--- src/rtl/dep_pkg.sv ---
// ----------------------------------------------------------------------------
// dep_pkg: shared types and constants for the double-ended priority queue
// Data width, opcode codes and the per-cycle control word sent to each cell.
// ----------------------------------------------------------------------------
`default_nettype none

package dep_pkg;

    localparam int DATA_W  = 32;
    localparam int OP_W    = 2;
    localparam int COUNT_W = 7;

    // Item opcodes
    typedef enum logic [OP_W-1:0] {
        OP_INSERT     = 2'd0,
        OP_REMOVE_MAX = 2'd1,
        OP_REMOVE_MIN = 2'd2
    } op_t;

    // Control broadcast to every cell for one update
    typedef struct packed {
        logic insert;       // place the new value, shift larger ones up
        logic shift_down;   // every cell takes its upper neighbor's value; the top cell keeps its own
    } cell_ctrl_t;

endpackage

`default_nettype wire

--- src/rtl/dep_cell.sv ---
// ----------------------------------------------------------------------------
// dep_cell: one slot of the sorted register chain
// Holds one value, flags whether it is larger than the value being inserted,
// and takes a value from its lower or upper neighbor on an update.
// ----------------------------------------------------------------------------
`default_nettype none

module dep_cell #(
    parameter int INDEX = 0,
    parameter int CNT_W = 7
) (
    input  wire logic                             aclk,
    input  wire dep_pkg::cell_ctrl_t              ctrl,
    input  wire logic signed [dep_pkg::DATA_W-1:0] new_value,
    input  wire logic [CNT_W-1:0]                 count,
    input  wire logic signed [dep_pkg::DATA_W-1:0] lower_data,
    input  wire logic                             lower_gt,
    input  wire logic signed [dep_pkg::DATA_W-1:0] upper_data,
    output logic signed [dep_pkg::DATA_W-1:0]     data,
    output logic                                  gt
);
    import dep_pkg::*;

    logic signed [DATA_W-1:0] data_reg;
    logic signed [DATA_W-1:0] data_next;
    logic                     occupied;
    logic                     at_end;

    // Occupancy follows from the fill count; no per-cell valid bit
    assign occupied = CNT_W'(INDEX) < count;
    assign at_end   = CNT_W'(INDEX) == count;
    assign gt       = occupied && (data_reg > new_value);

    // Insert: cells above the new value move up one slot; the first such
    // cell (or the first free one) takes the new value
    always_comb begin
        data_next = data_reg;
        if (ctrl.insert && (gt || at_end)) begin
            data_next = lower_gt ? lower_data : new_value;
        end else if (ctrl.shift_down) begin
            data_next = upper_data;
        end
    end

    always_ff @(posedge aclk) begin
        data_reg <= data_next;
    end

    assign data = data_reg;

endmodule

`default_nettype wire

--- config.mk ---
export PLATFORM = sky130hd
export DESIGN_NAME = dep_cell
export DESIGN_NICKNAME = d
export VERILOG_FILES = /design/src/rtl/dep_pkg.sv /design/src/rtl/dep_cell.sv
export SDC_FILE = /design/constraint.sdc
export NUM_CORES = 1
export LEC_CHECK = 0
export ABC_AREA = 0
export BUFFER_PORTS_ARGS = -buffer_cell sky130_fd_sc_hd__buf_2
export CORE_ASPECT_RATIO = 1.4
export CORE_MARGIN = 2
export CORE_UTILIZATION = 25
export DETAILED_ROUTE_END_ITERATION = 7
export GPL_ROUTABILITY_DRIVEN = 0
export GPL_TIMING_DRIVEN = 0
export PLACE_DENSITY_LB_ADDON = 0.15
export SLEW_MARGIN = 5
export SYNTH_ARGS = -nofsm -noshare
export SYNTH_HDL_FRONTEND = slang
export SYNTH_SLANG_ARGS = --single-unit
export TNS_END_PERCENT = 20
--- constraint.sdc ---
create_clock -name aclk -period 3.2 [get_ports aclk]
set_input_delay 0.16 -clock aclk [delete_from_list [all_inputs] [get_ports aclk]]
set_output_delay 0.16 -clock aclk [all_outputs]
set_load 0.02 [all_outputs]
==> flow_summary.json <==
{
  "critPathTopFamily": "simple AND/OR/NAND/NOR gates",
  "clock_skew_ns": 0.00738,
  "drc_errors": 0,
  "setup_ws_ns": 0.118,
  "initial_utilization_pct": 25.6,
  "grt_overflow_total": 0,
  "final-hold-violation-count": 0,
  "pre_cts_ws_ns": -0.239,
  "slowest_delay_ns": 0.56,
  "num_antenna_cells": 0,
  "ctsHoldBuffers": 0,
  "die_w_um": 91.3,
  "synthDistinctLibCells": 27,
  "cp-start-kind": "register",
  "fmax_ghz": 0.325,
  "utilization_pct": 35.6,
  "end_kind": "register",
  "largest_register_ffs": 32,
  "final_cells": 550,
  "yosys_warnings": 0,
  "maxCapViolCount": 0,
  "coreArea_um2": 10400,
  "fin_nets": 551,
  "cp_num_buf_inv": 1,
  "min_path_type": "input port to register",
  "areaGrowthSynthToFinish_pct": 39.0,
  "cp.arrival_ns": 3.08,
  "holdWs_ns": 0.178,
  "seq_area_frac_synth_pct": 36.0,
  "crit_type": "register to register",
  "dr.pass1.iters": 4,
  "cts_tree": "yes",
  "rsz0062_at_grt": "no",
  "layout-drive-gt1-share_pct": 45.4,
  "leakage_uw": 0.00185,
  "finalSetupViolations": 0,
  "via_per_inst": 4.48,
  "antenna_found_initial": 0,
  "cp_slowest_cell": "or4_4",
  "syn-num-nets": 403,
  "outcome": "finished, final reports clean",
  "ys_seq_elements": 32,
  "die_y_um": 126,
  "worstPathMaxFanout": 16,
  "syn_inst": 264,
  "post-dp-hpwl_um": 6380,
  "grt_first_pass_wirelength_um": 12500,
  "wl_per_cell_um": 14.6,
  "timing.slew.headroom_pct": 59.4,
  "synth.avg_cell_area_um2": 10.1,
  "powerDensity_nw_per_um2": 528,
  "die_area_um2": 11500,
  "clk_path_buf_depth": 2,
  "syn_area_um2": 2670,
  "path_clk_slew_ns": 0.05,
  "dp.cells": 540,
  "fin_area_um2": 3710,
  "ant_nets": 0,
  "cts-root-buf": "clkbuf_16",
  "cp_data_required_time_ns": 3.20,
  "grt_max_degree": 17,
  "clkSinkCount": 32,
  "grt_pass1_vias": 2623,
  "vdd_ir_drop_max_uv": 212,
  "finalWirelength_um": 8040,
  "h-tree-depth": 2,
  "clkLatencyLatePin_ns": 0.28,
  "first_iter_violations": 60,
  "finalCriticalPeriod_ns": 3.08,
  "placed_cell_area_um2": 3530,
  "rows": 44,
  "io_buffer_count": 138,
  "nFillCells": 1114,
  "vias": 2466,
  "grtUsageTotal_pct": 14.0,
  "path_cells": "ha_1 -> nand4_1 -> or4_4 -> o311a_1 -> a22oi_2 -> o311ai_4 -> buf_8 -> or2_4",
  "worstMarginPinSlew_ns": 0.609,
  "num_io_pins": 140,
  "numCtsBuffers": 5,
  "slew_viol_final": 0,
  "post-route-period-util_pct": 96.3
}
[placed cells by master, fill, tap and decap left out, drive strengths merged, types with 2 or more instances in the layout]
cell type,instances
nand4,8
inv,35
or2,3
or4,2
clkbuf,12
nand3,3
o211ai,2
buf,142
mux2,33
ha,32
nand2,40
o21ai,36
a21oi,16
edfxtp,32
nor3,4
clkinv,2
[layer usage]
layer  share of wire [%]  global-route usage, %
met1                  40                   15.4
met2                  51                   25.7
met3                 6.5                   3.65
met4                 2.5                   5.17
met5                   0                      0
[synthesized netlist by cell type (all sizes together)]
master	number	area [um2]
edfxtp	32	961
o311a	1	10.0
nand2	40	150
nand4	8	50.1
inv	35	131
nor2b	1	6.26
o311ai	1	26.3
a221oi	1	8.76
a2111o	1	11.3
nor3	4	20.0
nor2	1	3.75
clkbuf	7	26.3
nor4b	1	8.76
a21oi	16	80.1
or3	1	6.26
or4	2	18.8
o21ai	36	180
o211ai	2	15.0
nand3	3	15.0
a22oi	1	12.5
nor4	1	6.26
ha	32	400
or2	1	6.26
buf	3	33.8
mux2	33	480
[cell type report]
class | instances | area [um2] | area share [%]
multi-input cells | 189 | 1550 | 41.8
flip-flops and latches | 32 | 961 | 25.9
repair buffers | 139 | 698 | 18.8
well taps | 138 | 173 | 4.66
inverters | 35 | 131 | 3.54
clock buffers | 5 | 125 | 3.37
plain buffers | 10 | 63.8 | 1.72
clock inverters | 2 | 7.51 | 0.202
[cells by family after synthesis]
kind of cell	synth area share (%)
buffers and inverters	7.17
and+or+nand+nor	10.9
DFF	36.0
AOI/OAI and AO/OA	12.9
muxes	18.0
adders and majority gates	15.0
[per-stage QoR]
step / TNS [ns] / power [uW]
finish: 0 / 1960
global route: 0 / 2100
CTS: 0 / 2000
detailed placement: -9.16 / 1510
global placement: -6.53 / 1500
floorplan: 0 / 1230
[final timing paths]
kind | startpoint | end | slack (ns) | cells after the start
setup / recovery | data[26] | data[20] | 0.12 | 8
hold / removal | upper_data[26] | data[26] | 0.18 | 2
hold reg to reg | data[31] | data[28] | 1.24 | 4
setup reg to reg | data[26] | data[20] | 0.12 | 8
[power breakdown]
| group | internal (uW) | switching (uW) |
|---|---|---|
| Combinational | 404 | 467 |
| Sequential | 591 | 50.8 |
| Clock | 278 | 169 |
[timing repair]
item | CTS | global route
cloned | 2 | 0
setup buffers | 0 | 1
gates resized for setup | 4 | 1
endpoints found under the setup margin | 61 | 42
pin swaps | 3 | 3
Note: power is estimated with default switching activity, not from simulation.
